**config.mk**
```make
export PLATFORM = sky130hd
export DESIGN_NAME = bresenham_line_pixel_generator
export DESIGN_NICKNAME = d
export VERILOG_FILES = /design/src/blg_pkg.sv /design/src/blg_tracer.sv /design/src/blg_addr.sv /design/src/bresenham_line_pixel_generator.sv
export SDC_FILE = /design/constraint.sdc
export NUM_CORES = 1
export LEC_CHECK = 0
export BUFFER_PORTS_ARGS = -buffer_cell sky130_fd_sc_hd__clkbuf_2
export CAP_MARGIN = 20
export CORE_MARGIN = 5
export CORE_UTILIZATION = 44
export DETAILED_ROUTE_END_ITERATION = 6
export HOLD_SLACK_MARGIN = 0.03
export PLACE_DENSITY = 0.68
export SLEW_MARGIN = 40
export SYNTH_ARGS = -nofsm -noshare
export SYNTH_HDL_FRONTEND = slang
export SYNTH_SLANG_ARGS = --single-unit
```
**constraint.sdc**
```tcl
create_clock -name clk -period 5.8 [get_ports clk]
set_input_delay 1.74 -clock clk [delete_from_list [all_inputs] [get_ports clk]]
set_output_delay 1.74 -clock clk [all_outputs]
set_load 0.01 [all_outputs]
```
**src/blg_pkg.sv**
```systemverilog
// ----------------------------------------------------------------------------
// Bresenham line generator package
// Shared widths, mode codes and the pixel record passed between stages.
// ----------------------------------------------------------------------------
`default_nettype none

package blg_pkg;

    localparam int COORD_BITS  = 12;
    localparam int PITCH_BITS  = 14;
    localparam int ADDR_BITS   = 26;
    localparam int COLOR_BITS  = 32;

    localparam int S_TDATA_W   = 4 * COORD_BITS + COLOR_BITS;               // 80
    localparam int M_FIELDS_W  = 2 * COORD_BITS + ADDR_BITS + COLOR_BITS;   // 82
    localparam int M_TDATA_W   = ((M_FIELDS_W + 7) / 8) * 8;                // 88

    localparam logic [PITCH_BITS-1:0] PITCH_RESET = PITCH_BITS'(1024);

    localparam logic MODE_START = 1'b0;
    localparam logic MODE_STEP  = 1'b1;

    typedef struct packed {
        logic                  valid;
        logic [COORD_BITS-1:0] x;
        logic [COORD_BITS-1:0] y;
        logic [COLOR_BITS-1:0] color;
        logic                  last;
    } pixel_t;

endpackage

`default_nettype wire

```
**src/blg_tracer.sv**
```systemverilog
// ----------------------------------------------------------------------------
// Bresenham line tracer
// Holds the line state and makes one pixel word (or a zero no-line word) per accepted word into a stage reg.
// ----------------------------------------------------------------------------
`default_nettype none

module blg_tracer
(
    input  wire logic                           clk,
    input  wire logic                           rst_n,
    input  wire logic                           in_valid,
    output logic                                in_ready,
    input  wire logic                           in_mode,
    input  wire logic [blg_pkg::S_TDATA_W-1:0]  in_data,
    output logic                                pix_valid,
    input  wire logic                           pix_ready,
    output blg_pkg::pixel_t                     pix
);

    localparam int CB = blg_pkg::COORD_BITS;

    logic [CB-1:0]        cur_x_reg, cur_x_next;
    logic [CB-1:0]        cur_y_reg, cur_y_next;
    logic [CB-1:0]        goal_x_reg, goal_x_next;
    logic [CB-1:0]        goal_y_reg, goal_y_next;
    logic [CB:0]          dx_reg, dx_next;
    logic signed [CB+1:0] ndy_reg, ndy_next;
    logic signed [CB+2:0] err_reg, err_next;
    logic                 dxn_reg, dxn_next;
    logic                 dyn_reg, dyn_next;
    logic [blg_pkg::COLOR_BITS-1:0] color_reg, color_next;
    logic                 active_reg, active_next;

    logic                 vld_reg, vld_next;
    blg_pkg::pixel_t      pix_reg, pix_next;

    logic                 acc;
    logic [CB-1:0]        xs, ys, xe, ye;
    logic [CB-1:0]        dy_abs;
    logic signed [CB+3:0] e2, ndy16, dx16, err_sum;
    logic                 step_x, step_y;

    assign in_ready  = !vld_reg || pix_ready;
    assign acc       = in_valid && in_ready;
    assign pix_valid = vld_reg;
    assign pix       = pix_reg;

    assign xs = in_data[CB-1:0];
    assign ys = in_data[2*CB-1:CB];
    assign xe = in_data[3*CB-1:2*CB];
    assign ye = in_data[4*CB-1:3*CB];

    assign e2     = {err_reg, 1'b0};
    assign ndy16  = {{2{ndy_reg[CB+1]}}, ndy_reg};
    assign dx16   = {3'b000, dx_reg};
    assign step_x = (e2 >= ndy16) && (cur_x_reg != goal_x_reg);
    assign step_y = (e2 <= dx16) && (cur_y_reg != goal_y_reg);
    assign err_sum = {err_reg[CB+2], err_reg}
                   + (step_x ? ndy16 : '0)
                   + (step_y ? dx16 : '0);
    assign dy_abs = (ye < ys) ? (ys - ye) : (ye - ys);

    always_comb
    begin
        cur_x_next  = cur_x_reg;
        cur_y_next  = cur_y_reg;
        goal_x_next = goal_x_reg;
        goal_y_next = goal_y_reg;
        dx_next     = dx_reg;
        ndy_next    = ndy_reg;
        err_next    = err_reg;
        dxn_next    = dxn_reg;
        dyn_next    = dyn_reg;
        color_next  = color_reg;
        active_next = active_reg;
        vld_next    = vld_reg && !pix_ready;
        pix_next    = pix_reg;

        if (acc)
        begin
            vld_next = 1'b1;
            case (in_mode)
                blg_pkg::MODE_START:
                begin
                    cur_x_next  = xs;
                    cur_y_next  = ys;
                    goal_x_next = xe;
                    goal_y_next = ye;
                    dxn_next    = xe < xs;
                    dyn_next    = ye < ys;
                    dx_next     = (xe < xs) ? {1'b0, xs - xe} : {1'b0, xe - xs};
                    ndy_next    = (CB+2)'(0) - $signed({2'b00, dy_abs});
                    err_next    = $signed({2'b00, dx_next}) + {ndy_next[CB+1], ndy_next};
                    color_next  = in_data[blg_pkg::S_TDATA_W-1:4*CB];
                    active_next = !((xs == xe) && (ys == ye));
                    pix_next.valid = 1'b1;
                    pix_next.x     = xs;
                    pix_next.y     = ys;
                    pix_next.color = color_next;
                    pix_next.last  = !active_next;
                end
                blg_pkg::MODE_STEP:
                begin
                    if (active_reg)
                    begin
                        if (step_x)
                            cur_x_next = dxn_reg ? cur_x_reg - 1'b1 : cur_x_reg + 1'b1;
                        if (step_y)
                            cur_y_next = dyn_reg ? cur_y_reg - 1'b1 : cur_y_reg + 1'b1;
                        err_next    = err_sum[CB+2:0];
                        active_next = !((cur_x_next == goal_x_reg) &&
                                        (cur_y_next == goal_y_reg));
                        pix_next.valid = 1'b1;
                        pix_next.x     = cur_x_next;
                        pix_next.y     = cur_y_next;
                        pix_next.color = color_reg;
                        pix_next.last  = !active_next;
                    end
                    else
                    begin
                        pix_next = '0;
                    end
                end
                default:
                begin
                    pix_next = '0;
                end
            endcase
        end
    end

    always_ff @(posedge clk or negedge rst_n)
    begin
        if (!rst_n)
        begin
            cur_x_reg  <= '0;
            cur_y_reg  <= '0;
            goal_x_reg <= '0;
            goal_y_reg <= '0;
            dx_reg     <= '0;
            ndy_reg    <= '0;
            err_reg    <= '0;
            dxn_reg    <= 1'b0;
            dyn_reg    <= 1'b0;
            color_reg  <= '0;
            active_reg <= 1'b0;
            vld_reg    <= 1'b0;
        end
        else
        begin
            cur_x_reg  <= cur_x_next;
            cur_y_reg  <= cur_y_next;
            goal_x_reg <= goal_x_next;
            goal_y_reg <= goal_y_next;
            dx_reg     <= dx_next;
            ndy_reg    <= ndy_next;
            err_reg    <= err_next;
            dxn_reg    <= dxn_next;
            dyn_reg    <= dyn_next;
            color_reg  <= color_next;
            active_reg <= active_next;
            vld_reg    <= vld_next;
        end
    end

    always_ff @(posedge clk)
    begin
        pix_reg <= pix_next;
    end

    // no-line word carries all-zero fields
    a_idle_zero: assert property (@(posedge clk) disable iff (!rst_n)
        (vld_reg && !pix_reg.valid) |->
            (pix_reg.x == '0 && pix_reg.y == '0 && pix_reg.color == '0 && !pix_reg.last))
        else $error("idle pixel word not zero");

    // end pixel retires the line
    a_last_retires: assert property (@(posedge clk) disable iff (!rst_n)
        (acc && pix_next.last) |=> !active_reg)
        else $error("line still active after last pixel");

    // stage holds while downstream stalls
    a_stage_hold: assert property (@(posedge clk) disable iff (!rst_n)
        (vld_reg && !pix_ready) |=> (vld_reg && $stable(pix_reg)))
        else $error("pixel stage changed under stall");

    // a step moves the current x pixel by at most one (y is not checked here)
    a_unit_step: assert property (@(posedge clk) disable iff (!rst_n)
        (acc && in_mode == blg_pkg::MODE_STEP) |=>
            ((cur_x_reg - $past(cur_x_reg)) == CB'(0) ||
             (cur_x_reg - $past(cur_x_reg)) == CB'(1) ||
             ($past(cur_x_reg) - cur_x_reg) == CB'(1)))
        else $error("x moved by more than one");

endmodule

`default_nettype wire

```
**src/blg_addr.sv**
```systemverilog
// ----------------------------------------------------------------------------
// Bresenham line address stage
// Forms row * pitch + column and drives the registered output word.
// ----------------------------------------------------------------------------
`default_nettype none

module blg_addr
(
    input  wire logic                            clk,
    input  wire logic                            rst_n,
    input  wire logic [blg_pkg::PITCH_BITS-1:0]  pitch,
    input  wire logic                            pix_valid,
    output logic                                 pix_ready,
    input  wire blg_pkg::pixel_t                 pix,
    output logic                                 m_tvalid,
    input  wire logic                            m_tready,
    output logic [blg_pkg::M_TDATA_W-1:0]        m_tdata,
    output logic                                 m_tuser,
    output logic                                 m_tlast
);

    localparam int AB  = blg_pkg::ADDR_BITS;
    localparam int CB  = blg_pkg::COORD_BITS;
    localparam int PB  = blg_pkg::PITCH_BITS;
    localparam int PAD = blg_pkg::M_TDATA_W - blg_pkg::M_FIELDS_W;

    logic                                 vld_reg, vld_next;
    logic [blg_pkg::M_TDATA_W-1:0]        data_reg, data_next;
    logic                                 user_reg, user_next;
    logic                                 last_reg, last_next;
    logic [AB-1:0]                        prod, addr;

    assign pix_ready = !vld_reg || m_tready;

    assign prod = {(AB-CB)'(0), pix.y} * {(AB-PB)'(0), pitch};
    assign addr = prod + {(AB-CB)'(0), pix.x};

    always_comb
    begin
        vld_next  = vld_reg && !m_tready;
        data_next = data_reg;
        user_next = user_reg;
        last_next = last_reg;
        if (pix_valid && pix_ready)
        begin
            vld_next  = 1'b1;
            data_next = {PAD'(0), pix.color, addr, pix.y, pix.x};
            user_next = pix.valid;
            last_next = pix.last;
        end
    end

    always_ff @(posedge clk or negedge rst_n)
    begin
        if (!rst_n)
            vld_reg <= 1'b0;
        else
            vld_reg <= vld_next;
    end

    always_ff @(posedge clk)
    begin
        data_reg <= data_next;
        user_reg <= user_next;
        last_reg <= last_next;
    end

    assign m_tvalid = vld_reg;
    assign m_tdata  = data_reg;
    assign m_tuser  = user_reg;
    assign m_tlast  = last_reg;

    // no-line word has zero address
    a_idle_addr: assert property (@(posedge clk) disable iff (!rst_n)
        (vld_reg && !user_reg) |-> (data_reg[2*CB+AB-1:2*CB] == '0))
        else $error("idle word with nonzero address");

endmodule

`default_nettype wire

```
**src/bresenham_line_pixel_generator.sv**
```systemverilog
// ----------------------------------------------------------------------------
// Bresenham line pixel generator
// Start words load a line, step words walk it one pixel per word.
// ----------------------------------------------------------------------------
//  channel  dir  fields (low bit up)
//  s_*      in   tuser: mode; tdata: x_start, y_start, x_end, y_end, line_color
//  m_*      out  tuser: pixel_valid; tlast: last_pixel;
//                tdata: pixel_x, pixel_y, pixel_address, pixel_color, 6'b0 pad
//  cfg_*    in   cfg_data: pitch_words
//
//  One word in and one word out per clock while m_tready is high; the path is
//  registered in the tracer stage, then the address multiply-add goes into the output register.
//  rst_n clears the line state and the stage valids; pitch resets to 1024.
//  m_tready low stalls both stages; s_tready falls only when both are full.
// ----------------------------------------------------------------------------
`default_nettype none

module bresenham_line_pixel_generator
(
    input  wire logic                              clk,
    input  wire logic                              rst_n,
    input  wire logic                              s_tvalid,
    output logic                                   s_tready,
    input  wire logic [blg_pkg::S_TDATA_W-1:0]     s_tdata,  // x_start, y_start, x_end, y_end, line_color
    input  wire logic                              s_tuser,  // mode
    output logic                                   m_tvalid,
    input  wire logic                              m_tready,
    output logic [blg_pkg::M_TDATA_W-1:0]          m_tdata,  // pixel_x, pixel_y, pixel_address, pixel_color
    output logic                                   m_tuser,  // pixel_valid
    output logic                                   m_tlast,
    input  wire logic                              cfg_valid,
    output logic                                   cfg_ready,
    input  wire logic [blg_pkg::PITCH_BITS-1:0]    cfg_data
);

    logic [blg_pkg::PITCH_BITS-1:0] pitch_reg, pitch_next;
    logic                           pix_valid, pix_ready;
    blg_pkg::pixel_t                pix;

    assign cfg_ready  = 1'b1;
    assign pitch_next = (cfg_valid && cfg_ready) ? cfg_data : pitch_reg;

    always_ff @(posedge clk or negedge rst_n)
    begin
        if (!rst_n)
            pitch_reg <= blg_pkg::PITCH_RESET;
        else
            pitch_reg <= pitch_next;
    end

    blg_tracer u_tracer
    (
        .clk       (clk),
        .rst_n     (rst_n),
        .in_valid  (s_tvalid),
        .in_ready  (s_tready),
        .in_mode   (s_tuser),
        .in_data   (s_tdata),
        .pix_valid (pix_valid),
        .pix_ready (pix_ready),
        .pix       (pix)
    );

    blg_addr u_addr
    (
        .clk       (clk),
        .rst_n     (rst_n),
        .pitch     (pitch_reg),
        .pix_valid (pix_valid),
        .pix_ready (pix_ready),
        .pix       (pix),
        .m_tvalid  (m_tvalid),
        .m_tready  (m_tready),
        .m_tdata   (m_tdata),
        .m_tuser   (m_tuser),
        .m_tlast   (m_tlast)
    );

endmodule

`default_nettype wire
```
==> run metrics, run 1 <==
area growth from synthesis to layout=18.92%; Area contributors post-synth=edfxtp_1 19%, dfrtp_1 15%, fa_1 13%; RSZ-0062 raised after global routing=true; FMAX=175.6 MHz; Final min period=between 5 and 6 ns; Fill cells=about 4600; Hold-fix buffers, CTS=0; fraction of registers with async set/reset=0.4947; Critical Path Source Type=register; most frequent cells after synthesis=330 x nand2_1, 321 x inv_1, 193 x ha_1; Max FO, Critical Path=7; Clock Sinks=~280; design area=between 0.02 and 0.03 sq mm; final design utilization=0.5260; Mapped Area=around 0.023 sq mm; Pins Over Slew Limit=0; initial antenna violation count=0; worst hold path type=reg -> reg; DIE AREA=between 0.05 and 0.06 sq mm; Fin Clk Skew=0.03430 ns; vias per cell=around 5.4; n_diodes=0; Die Width=~240 um; Routed Wire Length=approximately 65000 um; Worst EP arrival=5.99 ns; run status=finished, final reports clean; Num CTS Buffers=35; Iter 0 DRT Violations=about 1300; post-synth top area share=0.1887; final hold vios=0; largest net degree at the start of global routing=91; Synth Register Bits=about 280; Placed Area=approximately 0.025 sq mm; H-tree depth=2; Total GRT Usage=0.2271; die height=around 240 um; ratio of cells with drive above 1 in the final layout=0.1985; routability cong.=between 0.9 and 1; Placement Rows=83; Slew @ Worst Pin=0.8240 ns; nets@finish=3128; Final Setup Violations=0; top-count cell post-synth=nand2_1; DRC errors left=0; Vias=between 15000 and 20000; Netlist cell types=between 70 and 80; average cell area after synthesis=9.604 sq um; Root Driver=clkbuf_16; Largest stage delay, worst path=just under 0.6 ns; chain of cells forming the critical path=buf_4, and2_1, fa_1, fa_1, fa_2, fa_1, inv_1, fa_1, inv_1, ha_4, a21o_1, a21o_1, or3_1, a211oi_2, buf_4, nor3_1, or3_1, a21oi_2, xnor2_1; WS Path Type=reg -> reg; first-pass GRT wire length=roughly 100000 um; IO Count=193; worst path required time=a little over 6 ns; Seq/Total Area, Yosys=0.3427; Post-Route Setup TNS=0 ns; worst skew pair latency=between 0.5 and 0.6 ns; relative slew slack=0.4474; Post-synth EDFFs=142; Synth Warn #=0; max reg flops=between 80 and 90; Yosys top cell by area=edfxtp_1; Buffers on Ports=approximately 190; Max Buffers Root-to-Sink=3; Initial Util=0.4423; drt wl/cell=~19 um; GRT overflow=0; CP dominant cell by count=fa_1; max cap viols=0; clock-pin slew on the worst setup and hold paths=roughly 0.06 ns; post-route ant nets=0; CTS tree=built; Syn Inst Count=2353; core area=between 0.05 and 0.06 sq mm; main flop type after synthesis=edfxtp_1; slowest cell on the critical path=fa_1; vias in the first global route=between 15000 and 20000; 1st-pass router iterations=5; final period utilization=0.9820; placed wire-length estimate=between 50000 and 60000 um; Crit. End Element=register
==> cell families (layout without fill, tap and decap cells) <==
| family | Yosys count | count (layout) | share of synthesized area |
|---|---|---|---|
| DFF | 281 | 281 | 0.3427 |
| adders and majority gates | 344 | 344 | 0.2406 |
| and+or+nand+nor | 653 | 653 | 0.1347 |
| other | 2 | 7 | 0.0003323 |
| muxes | 54 | 54 | 0.02569 |
| xor gates and xnor gates | 131 | 131 | 0.05138 |
| AOI/OAI and AO/OA | 461 | 461 | 0.1313 |
| buffers and inverters | 427 | 780 | 0.07331 |
==> placed cells by master, fill, tap and decap left out, types with 20 or more instances in the layout <==
master       n
a21o_1      25
a21oi_1    106
a22o_1      34
and2_1      83
buf_4      201
clkbuf_16   35
clkbuf_2   183
dfrtp_1    134
edfxtp_1   142
fa_1       147
ha_1       190
inv_1      320
mux2_2      32
mux2i_1     20
nand2_1    328
nand3_1     34
nor2_1      73
nor3_1      27
o21ai_0    116
o21bai_1    20
o22ai_1     35
xnor2_1     86
xor2_1      43
==> metal layers <==
| layer | wire length, um | up-vias | part of all wire | global-route usage |
|---|---|---|---|---|
| met4 | 2142 | 0 | 0.033 | 0.07312 |
| met2 | 30880 | 589 | 0.48 | 0.3765 |
| li1 | - | 8569 | - | - |
| met3 | 4020 | 128 | 0.062 | 0.03692 |
| met1 | 27710 | 8870 | 0.43 | 0.3069 |
| met5 | 0 | - | 0 | 0 |
==> timing repair <==
item	CTS	global route
pin swaps	0	22
setup buffers	4	21
gates resized for setup	2	31
endpoints found under the setup margin	3	12
==> final timing paths <==
path,startpoint,endpoint,slack (ns),cells past startpoint
setup / recovery,u_tracer.pix[43],u_addr.m_tdata[49],0.10,19
hold / removal,u_tracer.pix[17],u_addr.m_tdata[66],0.39,0
setup reg to reg,u_tracer.pix[43],u_addr.m_tdata[49],0.10,19
hold reg to reg,u_tracer.pix[17],u_addr.m_tdata[66],0.39,0
max in group asynchronous,rst_n,u_tracer.cur_x_reg[9],3.76,3
min in group asynchronous,rst_n,u_tracer.color_reg[8],1.03,1
==> critical path, delay by kind of cell, from the launching register on <==
kind	cells	cell delay, ns
adder cells (fa/ha/maj)	6	2.60
AND/OR/NAND/NOR	4	0.99
AO/OA/AOI/OAI	4	0.73
flip-flops	1	0.53
buffers and inverters	4	0.52
XOR/XNOR	1	0.07
==> metrics by stage <==
stage          worst slack, ns  hold slack, ns  instances
4_1_cts               0.003371          0.3876       3369
6_report                0.1046          0.3934       3391
3_5_place_dp           -0.4679          0.4057       3301
5_1_grt               -0.05518          0.4107       3391
2_1_floorplan         0.009573          0.4003       2358
3_3_place_gp           -0.3929          0.4012       3301
==> final cells by class <==
cell class                      count  area (sq um)  area share
Multi-Input combinational cell   1650         13380      0.4979
Sequential cell                   281          7749      0.2883
Timing Repair Buffer              394          2569     0.09558
Inverter                          322          1209     0.04497
Clock buffer                       42         912.1     0.03394
Tap cell                          680         850.8     0.03166
Clock inverter                     22         203.9    0.007589
Power of run 1 is left out: the tool's default activity adds up to more than one toggle a clock period on the data nets, which glitch-free logic cannot reach.
==> run 2: changes to the inputs <==
- SYNTH_HIERARCHICAL: not set -> 1
==> run metrics, run 2 <==
largest net degree at the start of global routing=87 (-4.4%); worst path required time=6.26 ns (+0.17 ns); DRC errors left=0 (unchanged); post-route ant nets=0 (unchanged); vias per cell=5.415 (+1.1%); Routed Wire Length=66280 um (+2.4%); Total GRT Usage=0.2324 (+0.005315); FF-to-FF path depth=17 (-2); ratio of cells with drive above 1 in the final layout=0.2139 (+0.01542); internal reg-to-reg setup slack=0.21 ns (+0.11 ns); Syn Inst Count=2356 (+0.13%); Critical path buffers and inverters=5 (+1); Max Buffers Root-to-Sink=3 (unchanged); initial antenna violation count=2 (+2); met3 wire len=3734 um (-7.1%); top sig layer=met4; Initial Util=0.4428 (+0.0005203); critical path's top delay family=compound AO/OA/AOI/OAI gates; Worst EP arrival=6.19 ns (+0.20 ns); Netlist cell types=93 (+19%); FMAX=174.5 MHz (-0.60%); Max FO, Critical Path=5 (-2); M1 WL=28440 um (+2.6%); die height=237.0 um (+0.15%); relative slew slack=0.4561 (+0.008741); Slew @ Worst Pin=0.8158 ns (-0.008140 ns); FF+latch area=0.007744 sq mm (about the same); drt wl/cell=19.38 um (+1.5%); Final min period=5.730 ns (+0.03451 ns); final period utilization=0.9879 (+0.005950); core area=0.05120 sq mm (+0.20%); Die Width=237.0 um (+0.15%); most frequent cells after synthesis=338 x nand2_1, 303 x inv_1, 193 x ha_1; Post-synth EDFFs=142 (unchanged); vias in the first global route=19230 (+5.2%); most frequent cells in the layout=334 x nand2_1, 297 x inv_1, 225 x buf_4; nets@finish=3157 (+0.93%); 1st-pass router iterations=6 (+1); routability cong.=0.9377 (+2.5%); Seq/Total Area, Yosys=0.3416 (-0.001097); Hold-fix buffers, CTS=0 (unchanged); Iter 0 DRT Violations=1320 (+4.1%); Crit. End Element=register; Buffers on Ports=185 (unchanged); final hold vios=0 (unchanged); H-tree depth=2 (unchanged); first-pass GRT wire length=105300 um (+3.5%); Pins Over Slew Limit=0 (unchanged); Yosys top cell by area=edfxtp_1; chain of cells forming the critical path=buf_6, inv_12, ha_4, inv_2, fa_2, a21o_1, a21oi_2, buf_4, o31a_1, buf_4, a21oi_2, a2111oi_4, nor4_4, nand3_1, xor2_1, ha_1, a21oi_2, o41ai_2, a21o_1, a21oi_2, nand2b_4, or4b_4, a31oi_4; IO Count=193 (unchanged); commonest non-fill, non-tap cell in the layout=nand2_1; reg2reg start=u_tracer/pix[40]; Hold Path Origin=u_tracer/pix[10]; run status=finished, final reports clean; clock-pin slew on the worst setup and hold paths=0.06 ns (about the same); placed wire-length estimate=51770 um (+1.4%); Mapped Area=0.02267 sq mm (+0.32%); Num CTS Buffers=35 (unchanged); main flop type after synthesis=edfxtp_1; worst skew pair latency=0.55 ns (-0.02 ns); worst hold path type=reg -> reg; max reg flops=82 (unchanged); Synth Register Bits=281 (unchanged); Fill cells=4552 (-0.72%); max cap viols=0 (unchanged); top-count cell post-synth=nand2_1; n_diodes=0 (unchanged); FF-to-FF End=u_addr/m_tdata[46]; slowest cell on the critical path=a2111oi_4; area growth from synthesis to layout=21.46%; WS Path Type=in -> reg; Area contributors post-synth=edfxtp_1 19%, dfrtp_1 15%, fa_1 13%; Clock Sinks=281 (unchanged); area of the multi-input gates=0.01389 sq mm (+3.8%); Final Setup Violations=0 (unchanged); Placement Rows=83 (unchanged); GRT overflow=0 (unchanged); Fin Clk Skew=0.02544 ns (-0.008867 ns); DIE AREA=0.05616 sq mm (+0.31%); average cell area after synthesis=9.622 sq um (+0.19%); hold path endpoint=u_addr/m_tdata[59]; Synth Warn #=6 (+6); Worst Hold Path Cells=0 (unchanged); RSZ-0062 raised after global routing=true; post-synth top area share=0.1881 (-0.0006040); Vias=18520 (+2.0%); final design utilization=0.5378 (+0.01184); CP dominant cell by count=a21oi_2; Root Driver=clkbuf_16; fraction of registers with async set/reset=0.4947 (unchanged); Critical Path Source Type=input port; CTS tree=built; Met2 Routed Length=32380 um (+4.9%); Largest stage delay, worst path=0.51 ns (-0.07 ns)
run 2: cell count changes in the layout (fill, tap and decap cells not counted), sizes merged, moves of 9 or more:
cell	delta
mux2	-14
o21bai	-14
xnor2	-13
buf	+24
a21oi	-13
inv	-18
and2	+21
o21a	+11
a21o	+9
run 2: repair_timing:
item                       4_1_cts  5_1_grt
pin swaps                        8       34
cloned                           0        0
setup endpoints to repair        3        8
setup buffers                    2       16
resized for setup               26       57
run 2: through the flow:
step | instance area, sq um | setup TNS [ns] | setup WS (ns) | std cells | hold slack [ns]
after floorplan | 22810 | -0.08314 | -0.04344 | 2361 | 0.4003
after global placement | 25840 | -4.017 | -0.6876 | 3341 | 0.4007
after detailed placement | 25840 | -4.390 | -0.7570 | 3341 | 0.4045
after CTS | 27150 | 0 | 0.001261 | 3407 | 0.4176
after global routing | 27540 | -0.1738 | -0.08600 | 3420 | 0.4224
final | 27540 | 0 | 0.07009 | 3420 | 0.4144
run 2: worst max path at each step:
| stage | start | end | slack [ns] | cells past startpoint |
|---|---|---|---|---|
| after floorplan | s_tdata[36] | u_tracer/err_reg[13] | -0.04 | 23 |
| after global placement | s_tdata[36] | u_tracer/err_reg[13] | -0.69 | 25 |
| after detailed placement | s_tdata[12] | u_tracer/err_reg[12] | -0.76 | 26 |
| after CTS | s_tdata[36] | u_tracer/err_reg[13] | 0.001 | 25 |
| after global routing | s_tdata[36] | u_tracer/err_reg[14] | -0.09 | 23 |
| final | s_tdata[36] | u_tracer/err_reg[13] | 0.07 | 23 |
run 2: cell families (layout without fill, tap and decap cells):
| family | after synthesis | after routing | share of synthesized area |
|---|---|---|---|
| compound gates | 482 | 482 | 0.1420 |
| xor+xnor | 122 | 122 | 0.04713 |
| fa+ha+maj | 344 | 344 | 0.2399 |
| buf+inv | 405 | 784 | 0.06899 |
| flops | 281 | 281 | 0.3416 |
| mux | 42 | 42 | 0.01970 |
| other cells | 2 | 7 | 0.0003313 |
| simple gates | 678 | 678 | 0.1405 |
run 2: final cells by class:
cell class | instances | area share
sequential | 281 | 0.2812
timing repair buffer | 417 | 0.09956
multi-input combinational | 1675 | 0.5043
clock buffer | 43 | 0.03476
inverter | 303 | 0.04185
clock inverter | 21 | 0.007361
tap | 680 | 0.03090
run 2: routing by layer:
metal,global-route usage,vias to the layer above
met5,0,-
met4,0.05930,0
met3,0.03587,125
met2,0.4004,584
met1,0.3083,9121
li1,-,8688
run 2: worst reg2reg max path, stage by stage (launching register included):
cell and delay [ns]:
edfxtp_1 0.66, and2_1 0.28, fa_1 0.51, inv_1 0.05
fa_1 0.47, inv_1 0.05, fa_1 0.50, fa_1 0.55
inv_1 0.05, fa_1 0.52, inv_1 0.04, ha_1 0.36
a21oi_1 0.15, o22ai_1 0.14, or3_2 0.44, o22ai_2 0.26
o31ai_2 0.11, xor2_1 0.14
Power of run 2 is left out for the same reason.
